[src/rtl/core/tws_pkg.sv]
// Package for the two-wire serial byte master: phases, command codes, pin helpers.
`timescale 1ns / 1ps

package tws_pkg;

  localparam int HalfPeriodW = 10;
  localparam int AckWindowW  = 8;
  localparam int CfgDataW    = 10;

  localparam logic [HalfPeriodW-1:0] HALF_PERIOD_RST = 10'd5;
  localparam logic [AckWindowW-1:0]  ACK_WINDOW_RST  = 8'd100;

  // command codes on the op field
  localparam logic [2:0] OP_TICK  = 3'd0;
  localparam logic [2:0] OP_START = 3'd1;
  localparam logic [2:0] OP_STOP  = 3'd2;
  localparam logic [2:0] OP_WRITE = 3'd3;
  localparam logic [2:0] OP_READ  = 3'd4;

  // configuration register indexes
  localparam logic CFG_HALF_PERIOD = 1'b0;
  localparam logic CFG_ACK_WINDOW  = 1'b1;

  typedef enum logic [3:0] {
    PH_IDLE   = 4'd0,
    PH_ST_A   = 4'd1,
    PH_ST_B   = 4'd2,
    PH_ST_C   = 4'd3,
    PH_ST_D   = 4'd4,
    PH_SP_A   = 4'd5,
    PH_SP_B   = 4'd6,
    PH_SP_C   = 4'd7,
    PH_BIT_LO = 4'd8,
    PH_BIT_HI = 4'd9,
    PH_ACK_LO = 4'd10,
    PH_ACK_HI = 4'd11,
    PH_POLL   = 4'd12,
    PH_TAIL   = 4'd13
  } phase_t;

  typedef struct packed {
    logic drv;
    logic sda;
    logic scl;
  } pins_t;

  localparam pins_t PINS_RST = '{drv: 1'b0, sda: 1'b1, scl: 1'b1};

  // pin levels shown for the whole of a segment
  function automatic pins_t pin_fn(phase_t p, logic [2:0] cmd, logic msb, logic ats);
    pins_t pins;
    logic  wr;
    wr = (cmd == OP_WRITE);
    pins.scl = (p == PH_ST_B) || (p == PH_ST_C) || (p == PH_SP_B) || (p == PH_SP_C) ||
               (p == PH_BIT_HI) || (p == PH_ACK_HI) || (p == PH_POLL);
    unique case (p) inside
      PH_BIT_LO, PH_BIT_HI: begin
        pins.drv = wr;
        pins.sda = wr ? msb : 1'b1;
      end
      PH_ACK_LO, PH_ACK_HI, PH_TAIL: begin
        pins.drv = ~wr;
        pins.sda = wr ? 1'b1 : ~ats;
      end
      PH_POLL: begin
        pins.drv = 1'b0;
        pins.sda = 1'b1;
      end
      PH_ST_A, PH_ST_B, PH_SP_C: begin
        pins.drv = 1'b1;
        pins.sda = 1'b1;
      end
      default: begin
        pins.drv = 1'b1;
        pins.sda = 1'b0;
      end
    endcase
    return pins;
  endfunction

endpackage

[src/rtl/core/tws_if.sv]
// Word channels of the two-wire serial byte master: tick/command in, pin/result out.
`timescale 1ns / 1ps

interface tws_in_if;
  logic       valid;
  logic       ready;
  logic [2:0] op;
  logic [7:0] wr_byte;
  logic       send_ack;
  logic       sda_sample;

  modport source (output valid, op, wr_byte, send_ack, sda_sample, input ready);
  modport sink   (input valid, op, wr_byte, send_ack, sda_sample, output ready);
endinterface

interface tws_out_if;
  logic       valid;
  logic       ready;
  logic       scl_level;
  logic       sda_level;
  logic       sda_drive;
  logic       busy_res;
  logic       done_res;
  logic       ack_seen;
  logic [7:0] rx_byte;

  modport source (output valid, scl_level, sda_level, sda_drive, busy_res, done_res,
                  ack_seen, rx_byte, input ready);
  modport sink   (input valid, scl_level, sda_level, sda_drive, busy_res, done_res,
                  ack_seen, rx_byte, output ready);
endinterface

[src/rtl/core/two_wire_serial_byte_master.sv]
// Two-wire serial byte master: per-tick bus sequencer with registered result word.
// Usage: every input word is one bus tick. It carries the sampled data pin and,
// while the master is idle, a command (start, stop, write byte, read byte).
// Each accepted word yields exactly one result word with the clock/data pin
// levels for that tick, busy, and on the last tick of a command a done pulse
// with the acknowledge (write) or the received byte (read).
// Output: the result word is registered and valid in the cycle after its input word is taken.
// Throughput: one word per cycle while the output register is free or being read;
// the sequencer state and the output register both advance on every accepted
// word, so input is taken in the same cycle as the previous result is read.
// Stall: when out_if.ready is low with a word pending, in_if.ready drops and
// the pending word holds; no tick is consumed.
// Bus timing: each clock half phase lasts half_period ticks (cfg index 0),
// the acknowledge poll lasts up to ack_window ticks (cfg index 1); zero acts
// as one. Configuration is written through cfg_we/cfg_addr/cfg_wdata.
// Reset: synchronous, active low; the sequencer goes idle with clock high and
// data released, registers return to 5 and 100, and no result is pending.
`timescale 1ns / 1ps

module two_wire_serial_byte_master
  import tws_pkg::*;
(
  input  logic                clk,
  input  logic                rst_n,
  input  logic                cfg_we,
  input  logic                cfg_addr,
  input  logic [CfgDataW-1:0] cfg_wdata,
  tws_in_if.sink              in_if,
  tws_out_if.source           out_if
);

  // configuration
  logic [HalfPeriodW-1:0] half_period_r;
  logic [AckWindowW-1:0]  ack_window_r;

  // sequencer state
  phase_t                 phase_r, phase_nxt;
  logic [HalfPeriodW-1:0] tick_r, tick_nxt;
  logic [3:0]             bit_r, bit_nxt;
  logic [7:0]             shift_r, shift_nxt;
  logic [AckWindowW-1:0]  poll_r, poll_nxt;
  logic                   ack_flag_r, ack_flag_nxt;
  logic [2:0]             cmd_r, cmd_nxt;
  logic                   ats_r, ats_nxt;
  pins_t                  pins_r, pins_nxt;

  // result register
  logic       out_valid_r;
  pins_t      res_pins_r, res_pins_nxt;
  logic       busy_r, busy_nxt;
  logic       done_r, done_nxt;
  logic       ack_out_r, ack_out_nxt;
  logic [7:0] rx_r, rx_nxt;

  logic take;

  assign in_if.ready = ~out_valid_r | out_if.ready;
  assign take        = in_if.valid & in_if.ready;

  always_ff @(posedge clk) begin
    if (!rst_n) begin
      half_period_r <= HALF_PERIOD_RST;
      ack_window_r  <= ACK_WINDOW_RST;
    end else if (cfg_we) begin
      unique case (cfg_addr)
        CFG_HALF_PERIOD: half_period_r <= cfg_wdata[HalfPeriodW-1:0];
        CFG_ACK_WINDOW:  ack_window_r  <= cfg_wdata[AckWindowW-1:0];
        default:         half_period_r <= half_period_r;
      endcase
    end
  end

  always_comb begin
    logic [HalfPeriodW-1:0] h;
    logic [AckWindowW-1:0]  w;
    logic                   wr;
    logic                   ent;
    phase_t                 nph;
    logic [2:0]             op;

    h  = (half_period_r == '0) ? HalfPeriodW'(1) : half_period_r;
    w  = (ack_window_r == '0) ? AckWindowW'(1) : ack_window_r;
    op = in_if.op;

    phase_nxt    = phase_r;
    tick_nxt     = tick_r;
    bit_nxt      = bit_r;
    shift_nxt    = shift_r;
    poll_nxt     = poll_r;
    ack_flag_nxt = ack_flag_r;
    cmd_nxt      = cmd_r;
    ats_nxt      = ats_r;
    pins_nxt     = pins_r;

    // load a command on an idle tick
    if (phase_r == PH_IDLE && (op == OP_START || op == OP_STOP || op == OP_WRITE ||
                               op == OP_READ)) begin
      cmd_nxt      = op;
      bit_nxt      = '0;
      ack_flag_nxt = 1'b0;
      poll_nxt     = '0;
      ats_nxt      = in_if.send_ack;
      shift_nxt    = (op == OP_WRITE) ? in_if.wr_byte : 8'h00;
      tick_nxt     = '0;
      unique case (op)
        OP_START: phase_nxt = PH_ST_A;
        OP_STOP:  phase_nxt = PH_SP_A;
        default:  phase_nxt = PH_BIT_LO;
      endcase
      pins_nxt = pin_fn(phase_nxt, op, shift_nxt[7], in_if.send_ack);
    end

    // the tick shows the pins as they stand after any command load
    res_pins_nxt = pins_nxt;
    busy_nxt     = 1'b0;
    done_nxt     = 1'b0;
    ack_out_nxt  = 1'b0;
    rx_nxt       = 8'h00;
    wr           = (cmd_nxt == OP_WRITE);
    ent          = 1'b0;
    nph          = phase_nxt;

    if (phase_nxt != PH_IDLE) begin
      busy_nxt = 1'b1;
      if (phase_nxt == PH_POLL) begin
        if (!in_if.sda_sample) begin
          ack_flag_nxt = 1'b1;
          ent          = 1'b1;
          nph          = PH_TAIL;
        end else begin
          poll_nxt = poll_nxt + AckWindowW'(1);
          if (poll_nxt == '0 || poll_nxt >= w) begin
            ent = 1'b1;
            nph = PH_TAIL;
          end
        end
      end else if ({1'b0, tick_nxt} + (HalfPeriodW+1)'(1) >= {1'b0, h}) begin
        ent = 1'b1;
        unique case (phase_nxt)
          PH_ST_A:   nph = PH_ST_B;
          PH_ST_B:   nph = PH_ST_C;
          PH_ST_C:   nph = PH_ST_D;
          PH_SP_A:   nph = PH_SP_B;
          PH_SP_B:   nph = PH_SP_C;
          PH_BIT_LO: nph = PH_BIT_HI;
          PH_BIT_HI: begin
            shift_nxt = {shift_nxt[6:0], wr ? 1'b0 : in_if.sda_sample};
            bit_nxt   = bit_nxt + 4'd1;
            nph       = bit_nxt[3] ? PH_ACK_LO : PH_BIT_LO;
          end
          PH_ACK_LO: nph = PH_ACK_HI;
          PH_ACK_HI: begin
            poll_nxt = '0;
            nph      = wr ? PH_POLL : PH_TAIL;
          end
          default:   nph = PH_IDLE;
        endcase
      end else begin
        tick_nxt = tick_nxt + HalfPeriodW'(1);
      end

      if (ent) begin
        phase_nxt = nph;
        tick_nxt  = '0;
        if (nph != PH_IDLE) begin
          pins_nxt = pin_fn(nph, cmd_nxt, shift_nxt[7], ats_nxt);
        end
      end

      if (phase_nxt == PH_IDLE) begin
        done_nxt = 1'b1;
        if (cmd_nxt == OP_WRITE) begin
          ack_out_nxt = ack_flag_nxt;
        end else if (cmd_nxt == OP_READ) begin
          rx_nxt = shift_nxt;
        end
      end
    end
  end

  always_ff @(posedge clk) begin
    if (!rst_n) begin
      phase_r    <= PH_IDLE;
      tick_r     <= '0;
      bit_r      <= '0;
      shift_r    <= '0;
      poll_r     <= '0;
      ack_flag_r <= 1'b0;
      cmd_r      <= OP_TICK;
      ats_r      <= 1'b0;
      pins_r     <= PINS_RST;
    end else if (take) begin
      phase_r    <= phase_nxt;
      tick_r     <= tick_nxt;
      bit_r      <= bit_nxt;
      shift_r    <= shift_nxt;
      poll_r     <= poll_nxt;
      ack_flag_r <= ack_flag_nxt;
      cmd_r      <= cmd_nxt;
      ats_r      <= ats_nxt;
      pins_r     <= pins_nxt;
    end
  end

  always_ff @(posedge clk) begin
    if (!rst_n) begin
      out_valid_r <= 1'b0;
    end else if (take) begin
      out_valid_r <= 1'b1;
    end else if (out_if.ready) begin
      out_valid_r <= 1'b0;
    end
  end

  // result payload: hold while the word waits
  always_ff @(posedge clk) begin
    if (take) begin
      res_pins_r <= res_pins_nxt;
      busy_r     <= busy_nxt;
      done_r     <= done_nxt;
      ack_out_r  <= ack_out_nxt;
      rx_r       <= rx_nxt;
    end
  end

  assign out_if.valid     = out_valid_r;
  assign out_if.scl_level = res_pins_r.scl;
  assign out_if.sda_level = res_pins_r.sda;
  assign out_if.sda_drive = res_pins_r.drv;
  assign out_if.busy_res  = busy_r;
  assign out_if.done_res  = done_r;
  assign out_if.ack_seen  = ack_out_r;
  assign out_if.rx_byte   = rx_r;

endmodule

[src/flat_wrapper.sv]
// flat-port wrapper written by rule: the top's interface ports become plain ports
module two_wire_serial_byte_master_flat import tws_pkg::*;
  (clk, rst_n, cfg_we, cfg_addr, cfg_wdata, in_if_valid, in_if_op, in_if_wr_byte, in_if_send_ack, in_if_sda_sample, in_if_ready, out_if_valid, out_if_scl_level, out_if_sda_level, out_if_sda_drive, out_if_busy_res, out_if_done_res, out_if_ack_seen, out_if_rx_byte, out_if_ready);
  tws_in_if in_if_i ();
  tws_out_if out_if_i ();
  input  logic clk;
  input  logic rst_n;
  input  logic cfg_we;
  input  logic cfg_addr;
  input  logic [CfgDataW-1:0] cfg_wdata;
  input wire logic [$bits(in_if_i.valid)-1:0] in_if_valid;
  input wire logic [$bits(in_if_i.op)-1:0] in_if_op;
  input wire logic [$bits(in_if_i.wr_byte)-1:0] in_if_wr_byte;
  input wire logic [$bits(in_if_i.send_ack)-1:0] in_if_send_ack;
  input wire logic [$bits(in_if_i.sda_sample)-1:0] in_if_sda_sample;
  output wire logic [$bits(in_if_i.ready)-1:0] in_if_ready;
  output wire logic [$bits(out_if_i.valid)-1:0] out_if_valid;
  output wire logic [$bits(out_if_i.scl_level)-1:0] out_if_scl_level;
  output wire logic [$bits(out_if_i.sda_level)-1:0] out_if_sda_level;
  output wire logic [$bits(out_if_i.sda_drive)-1:0] out_if_sda_drive;
  output wire logic [$bits(out_if_i.busy_res)-1:0] out_if_busy_res;
  output wire logic [$bits(out_if_i.done_res)-1:0] out_if_done_res;
  output wire logic [$bits(out_if_i.ack_seen)-1:0] out_if_ack_seen;
  output wire logic [$bits(out_if_i.rx_byte)-1:0] out_if_rx_byte;
  input wire logic [$bits(out_if_i.ready)-1:0] out_if_ready;
  assign in_if_i.valid = in_if_valid;
  assign in_if_i.op = in_if_op;
  assign in_if_i.wr_byte = in_if_wr_byte;
  assign in_if_i.send_ack = in_if_send_ack;
  assign in_if_i.sda_sample = in_if_sda_sample;
  assign in_if_ready = in_if_i.ready;
  assign out_if_valid = out_if_i.valid;
  assign out_if_scl_level = out_if_i.scl_level;
  assign out_if_sda_level = out_if_i.sda_level;
  assign out_if_sda_drive = out_if_i.sda_drive;
  assign out_if_busy_res = out_if_i.busy_res;
  assign out_if_done_res = out_if_i.done_res;
  assign out_if_ack_seen = out_if_i.ack_seen;
  assign out_if_rx_byte = out_if_i.rx_byte;
  assign out_if_i.ready = out_if_ready;
  two_wire_serial_byte_master u_core (.clk(clk), .rst_n(rst_n), .cfg_we(cfg_we), .cfg_addr(cfg_addr), .cfg_wdata(cfg_wdata), .in_if(in_if_i), .out_if(out_if_i));
endmodule
[config.mk]
export PLATFORM = sky130hd
export DESIGN_NAME = two_wire_serial_byte_master_flat
export DESIGN_NICKNAME = d
export VERILOG_FILES = /design/src/rtl/core/tws_pkg.sv /design/src/rtl/core/tws_if.sv /design/src/rtl/core/two_wire_serial_byte_master.sv /design/src/flat_wrapper.sv
export SDC_FILE = /design/constraint.sdc
export NUM_CORES = 1
export LEC_CHECK = 0
export BUFFER_PORTS_ARGS = -buffer_cell sky130_fd_sc_hd__buf_2
export CORE_AREA = 10 10 126 105
export DETAILED_ROUTE_END_ITERATION = 7
export DIE_AREA = 0 0 136 115
export PLACE_DENSITY = 0.65
export SLEW_MARGIN = 30
export SYNTH_ARGS = -nofsm -noshare
export SYNTH_HDL_FRONTEND = slang
export SYNTH_SLANG_ARGS = --single-unit
[constraint.sdc]
create_clock -name clk -period 9.1 [get_ports clk]
set_input_delay 1.82 -clock clk [delete_from_list [all_inputs] [get_ports clk]]
set_output_delay 1.82 -clock clk [all_outputs]
set_load 0.1 [all_outputs]
### After elaboration in Yosys (flattened, before gate mapping)

Index checks and enable logic that the tools add are counted.
Widths: inputs -> output; s select.

| operators by class | value |
|---|---|
| mux-type cells | 64 |
| eq/ne operators | 38 |
| reduce and logical (&&, ||, !) cells | 35 |
| bitwise operators | 11 |
| $lt $le $gt $ge | 2 |
| add/sub/neg operators | 4 |

Operators with widths:

| kind | count |
|---|---|
| $mux 8 | 13 |
| $eq 4x4->1 const B | 17 |
| $mux 10 | 6 |
| $mux 4 | 15 |
| $pmux 4 s9 | 1 |
| $eq 4x2->1 const B | 6 |
| $eq 4x3->1 const B | 6 |
| $mux 1 | 20 |
| $logic_not 8->1 | 2 |
| $logic_or 1x1->1 | 16 |
| $pmux 2 s4 | 2 |
| $mux 3 | 5 |
| $eq 4x1->1 const B | 3 |
| $reduce_or 3->1 | 4 |
| $add 10x1->11 const B | 1 |
| $ge 11x10->1 | 1 |
| $add 10x1->10 const B | 1 |
| $logic_not 10->1 | 1 |
| $eq 3x2->1 const B | 3 |
| $not 1->1 | 9 |
| $add 8x1->8 const B | 1 |
| $ge 8x8->1 | 1 |
| $logic_not 4->1 | 2 |
| $pmux 4 s2 | 1 |
| 13 further kinds | 17 |

| storage, ports and cells | value |
|---|---|
| register bits after elaboration | 75 |
| word-level logic and storage cells | 175 |
| output and inout port bits | 16 |

### Longest topological paths before layout

Gate-level depths: netlist (run 1).

| depth | value |
|---|---|
| word-level depth | 23 |
| gate-level depth with buffers | 24 |
| depth with buffers taken out | 18 |

### Worst setup path before layout (run 1)

No wires, ideal clock.

| path | value |
|---|---|
| kind | in2reg |
| start point | in in_if_op[0] |
| end point | reg u_core.pins_r[1] in the netlist's numbering |
| setup slack | 2965 ps |
| stages | 22 |
| data arrival time | 6000 ps |
| cells stage by stage | clkbuf_1 nor3_1 or3_1 buf_2 clkbuf_1 and2_1 ha_1 nand3_1 or3_1 nand3_1 o21ai_0 ha_1 a21o_1 a21o_1 a21o_1 a21o_1 buf_6 mux2i_1 a21oi_1 o31ai_1 a221oi_1 a22oi_1 |

| between the ends | value |
|---|---|
| word-level cells in the longest chain between the ends | 19 |

Ends and longest elaborated chain:

| what | RTL line | RTL |
|---|---|---|
| from (decl) | flat_wrapper.sv:12 | `input wire logic [$bits(in_if_i.op)-1:0] in_if_op;` |
| $eq 3x1->1 / $eq 3x2->1 (equally long branches) | two_wire_serial_byte_master.sv:96, two_wire_serial_byte_master.sv:105 |  |
| $logic_or 1x1->1 (3 in series) | two_wire_serial_byte_master.sv:96 | `if (phase_r == PH_IDLE && (op == OP_START \|\| op == OP_STOP \|\| op == OP_WRITE \|\|` |
| $logic_and 1x1->1 | two_wire_serial_byte_master.sv:96 |  |
| $mux 8 | two_wire_serial_byte_master.sv:96 |  |
| $add 8x1->8 | two_wire_serial_byte_master.sv:131 | `poll_nxt = poll_nxt + AckWindowW'(1);` |
| $ge 8x8->1 / $logic_not 8->1 (equally long branches) | two_wire_serial_byte_master.sv:132 | `if (poll_nxt == '0 \|\| poll_nxt >= w) begin` |
| $logic_or 1x1->1 | two_wire_serial_byte_master.sv:132 |  |
| $mux 4 | two_wire_serial_byte_master.sv:132 |  |
| $mux 4 | two_wire_serial_byte_master.sv:126 | `if (!in_if.sda_sample) begin` |
| $mux 4 | two_wire_serial_byte_master.sv:125 | `if (phase_nxt == PH_POLL) begin` |
| $mux 4 | two_wire_serial_byte_master.sv:123 | `if (phase_nxt != PH_IDLE) begin` |
| $eq 4x1->1 (tied with other cells) | two_wire_serial_byte_master.sv:166 | `pins_nxt = pin_fn(nph, cmd_nxt, shift_nxt[7], ats_nxt);` |
| $reduce_or 3->1 / $reduce_or 2->1 (equally long branches) | tws_pkg.sv:56 | `unique case (p) inside` |
| $pmux 2 s4 | tws_pkg.sv:56 |  |
| $mux 3 | two_wire_serial_byte_master.sv:165 | `if (nph != PH_IDLE) begin` |
| $mux 3 | two_wire_serial_byte_master.sv:162 | `if (ent) begin` |
| $mux 3 * | two_wire_serial_byte_master.sv:123 |  |
| to (signal assigned) | two_wire_serial_byte_master.sv:201 | `pins_r <= pins_nxt;` |
| to (decl) | two_wire_serial_byte_master.sv:45 | `pins_t pins_r, pins_nxt;` |

Mark *: on every way between the ends. The rest lies on a longest branch, timed or not. The select of a mux whose other input is x is not followed.
A chain may end at the register's enable or synchronous reset.

### Worst setup path in the final report (run 1)

| path | value |
|---|---|
| start point | in in_if_op[2] |
| end point | reg u_core.pins_r[1] in the netlist's numbering |

The elaborated chain is that of the path after synthesis.

==> summary.txt, run 1 <==
Post-synth EDFFs = 14
Global routing met1 resource utilization = 21.94%
Hold path endpoint = u_core.shift_r[2]$_SDFFE_PN0P_
Die width = 136 um
Die H = 115 um
Initial antenna violation count = 0
Met3 Usage GRT = 3.705%
Crit path cell chain = buf_2 > nor3_1 > or3_1 > buf_4 > and2_1 > ha_1 > nand3_1 > or3_1 > a21oi_1 > ha_1 > o21ai_0 > nor2_1 > o21ai_0 > a21oi_1 > or4_1 > a21oi_1 > o31ai_1 > a221oi_1 > a22oi_1
Critical Path Source Type = input port
Total Wirelength = 12200 um
Main synth FF type = dfxtp_1
Status = finished clean
Most common cell after layout, fill and taps aside = nand2_1
Area delta synth->final = 12.77%
HP Class = flop to flop
CP startpoint = in_if_op[2]
Post-route ant nets = 0
Max Clock Skew = 6.844 ps
Post-DP HPWL = 8513 um
Nets = 667
Clock sinks = 75
DRC viols = 0
Crit share post-route = 68.42%
Cells after Synth = 594
First-pass GRT wire length = 20630 um
Most frequent cells in the layout = nand2_1 (86), dfxtp_1 (61), nor2_1 (43), buf_2 (43), o21ai_0 (39)
Place WS = 2612 ps
Share of cells above drive strength 1 = 11.25%
Worst Min Path Start = u_core.shift_r[2]$_SDFFE_PN0P_
CP max-delay cell = a21oi_1
CP arrival = 6430 ps
Site Rows = 34
Register area share after synthesis = 35.05%
Max Root-Sink Buffers = 2
Achievable frequency = 160.6 MHz
Slew @ Worst Pin = 796.1 ps
1st-iter DRT viols = 345
FF-to-FF path depth = 18
Vias post-DR = 4367
N_diodes = 0
Post-CTS setup buffers = 0
Setup violations, final = 0
Ys async rst share = 0%
GR peak layer = met2
Wirelength per Cell = 15.93 um
Routing usage on met2 = 24.29%
Synth Area per Inst = 7.884 um2
Worst-Skew Late Latency = 350 ps
CP dominant cell by count = a21oi_1
Period minus WS final = 6227 ps
Hold depth = 2
Global route overflow = 0
Critical Path Fanout Max = 31
Final hold violations = 0
Vias in the first global route = 4199
FF-to-FF End = u_core.pins_r[1]$_SDFFE_PN1P_
RR Startpoint = u_core.phase_r[3]$_SDFFE_PN0P_
Crit. End Element = flop
Root buf cell = clkbuf_16
CP required = 9300 ps
Post-Syn Area = 4683 um2
VDD IR-drop max = 109.4 uV
Port bufs = 44
Yosys warnings = 0
Setup ws final = 2873 ps
CTS resizes = 0
Clock Pin Slew Worst Setup and Hold Paths = 60 ps
Top Ports = 45
CTS Hold Bufs = 0
Unrepaired setup endpoints after global routing = false
DIE AREA = 15640 um2
Netlist cell types = 57
Leak = 2.082 nW
Post-synth top area share = 26.08%
CTS Buf Count = 9
Filler Cell Count = 1026
Pwr/cell area = 172.8 nW/um2
Synthesis-stage register bit count = 75
Slew Limit Headroom = 46.37%
Syn_nets = 644
Largest net degree at the start of global routing = 63
Area contributors post-synth = dfxtp_1 (26%), edfxtp_1 (9.0%), nand2_1 (6.9%)
TritonCTS clock tree = built
Final slew viol count = 0
H-tree depth = 3
Slowest stage delay, CP = 610 ps
CP Class = input port to flop
Area leader, netlist = dfxtp_1
Setup tns final = 0 ps
Gr usage total = 16.03%
Initial Utilization = 43.86%
Via density = 5.701
Placer Congestion = 0.9545
R2R setup slack = 3910 ps
TritonRoute pass-1 iters = 6
CORE AREA = 10680 um2
Max Cap Viol = 0
==> layer usage <==
metal | up-vias | wire length [um]
met1 | 2054 | 5921
met3 | 15 | 685
li1 | 2166 | -
met4 | 0 | 166
met5 | - | 0
met2 | 132 | 5429
==> cells in the mapped netlist, drive strengths merged, types with 2 or more instances <==
cell,instances
mux2i,5
a21boi,30
xnor2,7
nor3,14
a21oi,35
or4,3
nor4bb,2
o211a,3
inv,23
a41o,2
nand3,22
nand4,4
nand2b,7
dfxtp,61
a22oi,10
xor2,7
o21ai,41
o211ai,7
a211oi,10
nor2b,15
buf,8
ha,21
clkbuf,29
o31ai,4
and3,13
and2,18
o21a,2
a31oi,10
a211o,3
a21o,9
nor2,43
nor4,5
nor3b,3
edfxtp,14
nand2,86
or3,6
==> registers in the layout, summed over array words and instances (netlist names), 3 cells and up <==
| name | cells |
|---|---|
| u_core.tick_r | 10 |
| u_core.ack_window_r | 8 |
| u_core.shift_r | 8 |
| u_core.cmd_r | 3 |
| u_core.pins_r | 3 |
| u_core.out_if.rx_byte | 8 |
| u_core.half_period_r | 10 |
| u_core.poll_r | 8 |
| u_core.phase_r | 4 |
| u_core.bit_r | 4 |
==> per-stage QoR <==
step	cell area [um2]	power, mW	utilization, %	instances	hold slack [ps]
after floorplan	4683	0.5043	-	594	442.5
after global placement	4974	0.5453	46.58	750	455.1
after detailed placement	4974	0.5470	46.58	750	460.7
after CTS	5279	0.9164	49.44	766	468.4
after global routing	5281	0.9525	49.46	766	490.4
final	5281	0.9127	49.46	766	464.6
==> worst max-delay path, delay by kind of cell <==
family / cells / cell delay [ps]
buffers and inverters: 2 / 520
AO/OA/AOI/OAI: 8 / 1720
adder cells (fa/ha/maj): 2 / 500
AND/OR/NAND/NOR: 7 / 1860
==> worst max path at each step <==
stage | endpoint | cells after the start
floorplan | u_core.pins_r[1]$_SDFFE_PN1P_ | 22
global placement | u_core.pins_r[1]$_SDFFE_PN1P_ | 19
detailed placement | u_core.pins_r[1]$_SDFFE_PN1P_ | 19
CTS | u_core.pins_r[1]$_SDFFE_PN1P_ | 19
global route | u_core.pins_r[1]$_SDFFE_PN1P_ | 19
finish | u_core.pins_r[1]$_SDFFE_PN1P_ | 19
==> cell type report <==
| class | count | area [um2] | share of cell area [%] |
|---|---|---|---|
| Multi-Input combinational cell | 459 | 2808 | 53.16 |
| Sequential cell | 75 | 1642 | 31.08 |
| Timing Repair Buffer | 49 | 260.3 | 4.928 |
| Clock buffer | 12 | 257.7 | 4.880 |
| Tap cell | 144 | 180.2 | 3.412 |
| Inverter | 23 | 86.33 | 1.635 |
| Clock inverter | 4 | 47.55 | 0.9003 |
==> cells by family after synthesis <==
group                    Yosys count  synth area share [%]
AO/OA/AOI/OAI                    174                 25.09
buffers and inverters             60                 5.103
AND/OR/NAND/NOR                  245                 25.46
multiplexers                       5                 1.069
flip-flops                        75                 35.05
adder cells (fa/ha/maj)           21                 5.610
XOR/XNOR                          14                 2.618
==> where the power goes <==
part	total, mW	internal [mW]	switching [mW]
logic	0.181	0.0529	0.128
clock network	0.370	0.228	0.141
registers	0.362	0.353	0.00984
(Power assumes the default switching activity.)
==> run 2: changes to the inputs <==
Clock period 9.1 ns to 5.9 ns, I/O delays scaled along.
==> summary.txt, run 2 (synthesis results as in run 1) <==
CTS resizes = 0
Achievable frequency = 184.3 MHz
Gr usage total = 16.20%
1st-iter DRT viols = 430
HP Class = flop to flop
Post-CTS setup buffers = 0
Wirelength per Cell = 16.24 um
Status = finished clean
CP Class = input port to flop
Initial Utilization = 43.86%
FF-to-FF End = u_core.pins_r[1]$_SDFFE_PN1P_
FF-to-FF path depth = 19
RR Startpoint = u_core.phase_r[3]$_SDFFE_PN0P_
TritonCTS clock tree = built
Setup violations, final = 0
Share of cells above drive strength 1 = 11.82%
Hold path endpoint = u_core.ack_window_r[7]$_SDFFE_PN0P_
CP arrival = 5690 ps
Slew @ Worst Pin = 906.8 ps
Final hold violations = 0
Die width = 136 um
N_diodes = 0
Max Clock Skew = 8.719 ps
Clock sinks = 75
Crit share post-route = 91.98%
Worst-Skew Late Latency = 340 ps
Die H = 115 um
VDD IR-drop max = 120.4 uV
Total Wirelength = 12510 um
H-tree depth = 3
DIE AREA = 15640 um2
Top Ports = 45
Port bufs = 44
Hold depth = 2
Filler Cell Count = 1016
Worst Min Path Start = u_core.ack_window_r[7]$_SDFFE_PN0P_
CTS Hold Bufs = 0
Nets = 671
Largest net degree at the start of global routing = 43
Period minus WS final = 5427 ps
Leading registers by flop count = u_core.half_period_r: 10 flops, u_core.tick_r: 10 flops
Max Cap Viol = 0
Slew Limit Headroom = 38.91%
Root buf cell = clkbuf_16
Area of the multi-input gates = 2811 um2
Final slew viol count = 0
Critical Path Fanout Max = 12
CORE AREA = 10680 um2
Placer Congestion = 0.9226
CTS Buf Count = 9
TritonRoute pass-1 iters = 6
Total power = 1.426 mW
Most frequent cells in the layout = nand2_1 (86), dfxtp_1 (61), buf_2 (44), nor2_1 (43), o21ai_0 (39)
Vias post-DR = 4382
Critical Path Source Type = input port
Max Root-Sink Buffers = 2
Pwr/cell area = 267.2 nW/um2
Global route overflow = 0
Most common cell after layout, fill and taps aside = nand2_1
DRC viols = 0
Post-DP HPWL = 9027 um
Crit. End Element = flop
Unrepaired setup endpoints after global routing = false
First-pass GRT wire length = 20740 um
Reg area = 1642 um2
Clock Pin Slew Worst Setup and Hold Paths = 60 ps
Leak = 2.112 nW
Vias in the first global route = 4183
CP required = 6160 ps
Via density = 5.691
Area delta synth->final = 13.97%
Post-route ant nets = 0
Initial antenna violation count = 0
Site Rows = 34
R2R setup slack = 670 ps
Setup tns final = 0 ps
==> run 2: final cells by class <==
| type | count | area share, % |
|---|---|---|
| multi-input combinational | 459 | 52.67 |
| sequential | 75 | 30.75 |
| timing repair buffer | 53 | 5.767 |
| clock buffer | 11 | 4.360 |
| tap | 144 | 3.376 |
| inverter | 23 | 1.617 |
| clock inverter | 5 | 1.453 |
==> run 2: worst max-delay path, stage by stage <==
cell and delay, ps:
buf_2 160, nor3_1 390, or3_1 370, and2_1 210, ha_1 230, nand3_1 140
buf_4 190, nor2_1 200, xnor2_1 160, nor2_1 60, ha_1 310, nand2_1 60
o21ai_0 150, o21bai_1 200, a21o_1 410, and3_4 370, mux2i_1 310, nor2_1 110
a211o_1 320, a22oi_1 170
==> run 2: power breakdown <==
part | internal (mW) | switching (mW) | total [mW]
logic | 0.0849 | 0.201 | 0.286
clock network | 0.370 | 0.212 | 0.581
registers | 0.544 | 0.0151 | 0.559
==> run 2: metrics by stage <==
stage	utilization, %	instance area [um2]	std cells	hold WS (ps)	worst slack (ps)
final	49.99	5338	770	463.5	472.9
after global placement	46.79	4996	753	456.6	157.7
after floorplan	-	4683	594	442.5	405.3
after detailed placement	47.05	5024	754	460.9	13.48
after CTS	49.95	5334	770	468.7	392.6
after global routing	49.99	5338	770	496.7	52.35
==> run 2: routing by layer <==
metal	part of all wire (%)	up-vias	track usage (%)
li1	-	2176	-
met1	49	2061	22.63
met2	44	124	24.03
met3	5.3	21	3.749
met4	1.8	0	5.457
met5	0	-	0
==> run 2: worst max-delay path by stage <==
stage / slack [ps] / end / cells past startpoint / start
global route: 50 / u_core.pins_r[1]$_SDFFE_PN1P_ / 20 / in_if_op[2]
detailed placement: 10 / u_core.pins_r[1]$_SDFFE_PN1P_ / 19 / in_if_op[2]
global placement: 160 / u_core.pins_r[1]$_SDFFE_PN1P_ / 19 / in_if_op[2]
finish: 470 / u_core.pins_r[1]$_SDFFE_PN1P_ / 20 / in_if_op[2]
floorplan: 410 / u_core.pins_r[1]$_SDFFE_PN1P_ / 22 / in_if_op[0]
CTS: 390 / u_core.pins_r[1]$_SDFFE_PN1P_ / 19 / in_if_op[2]
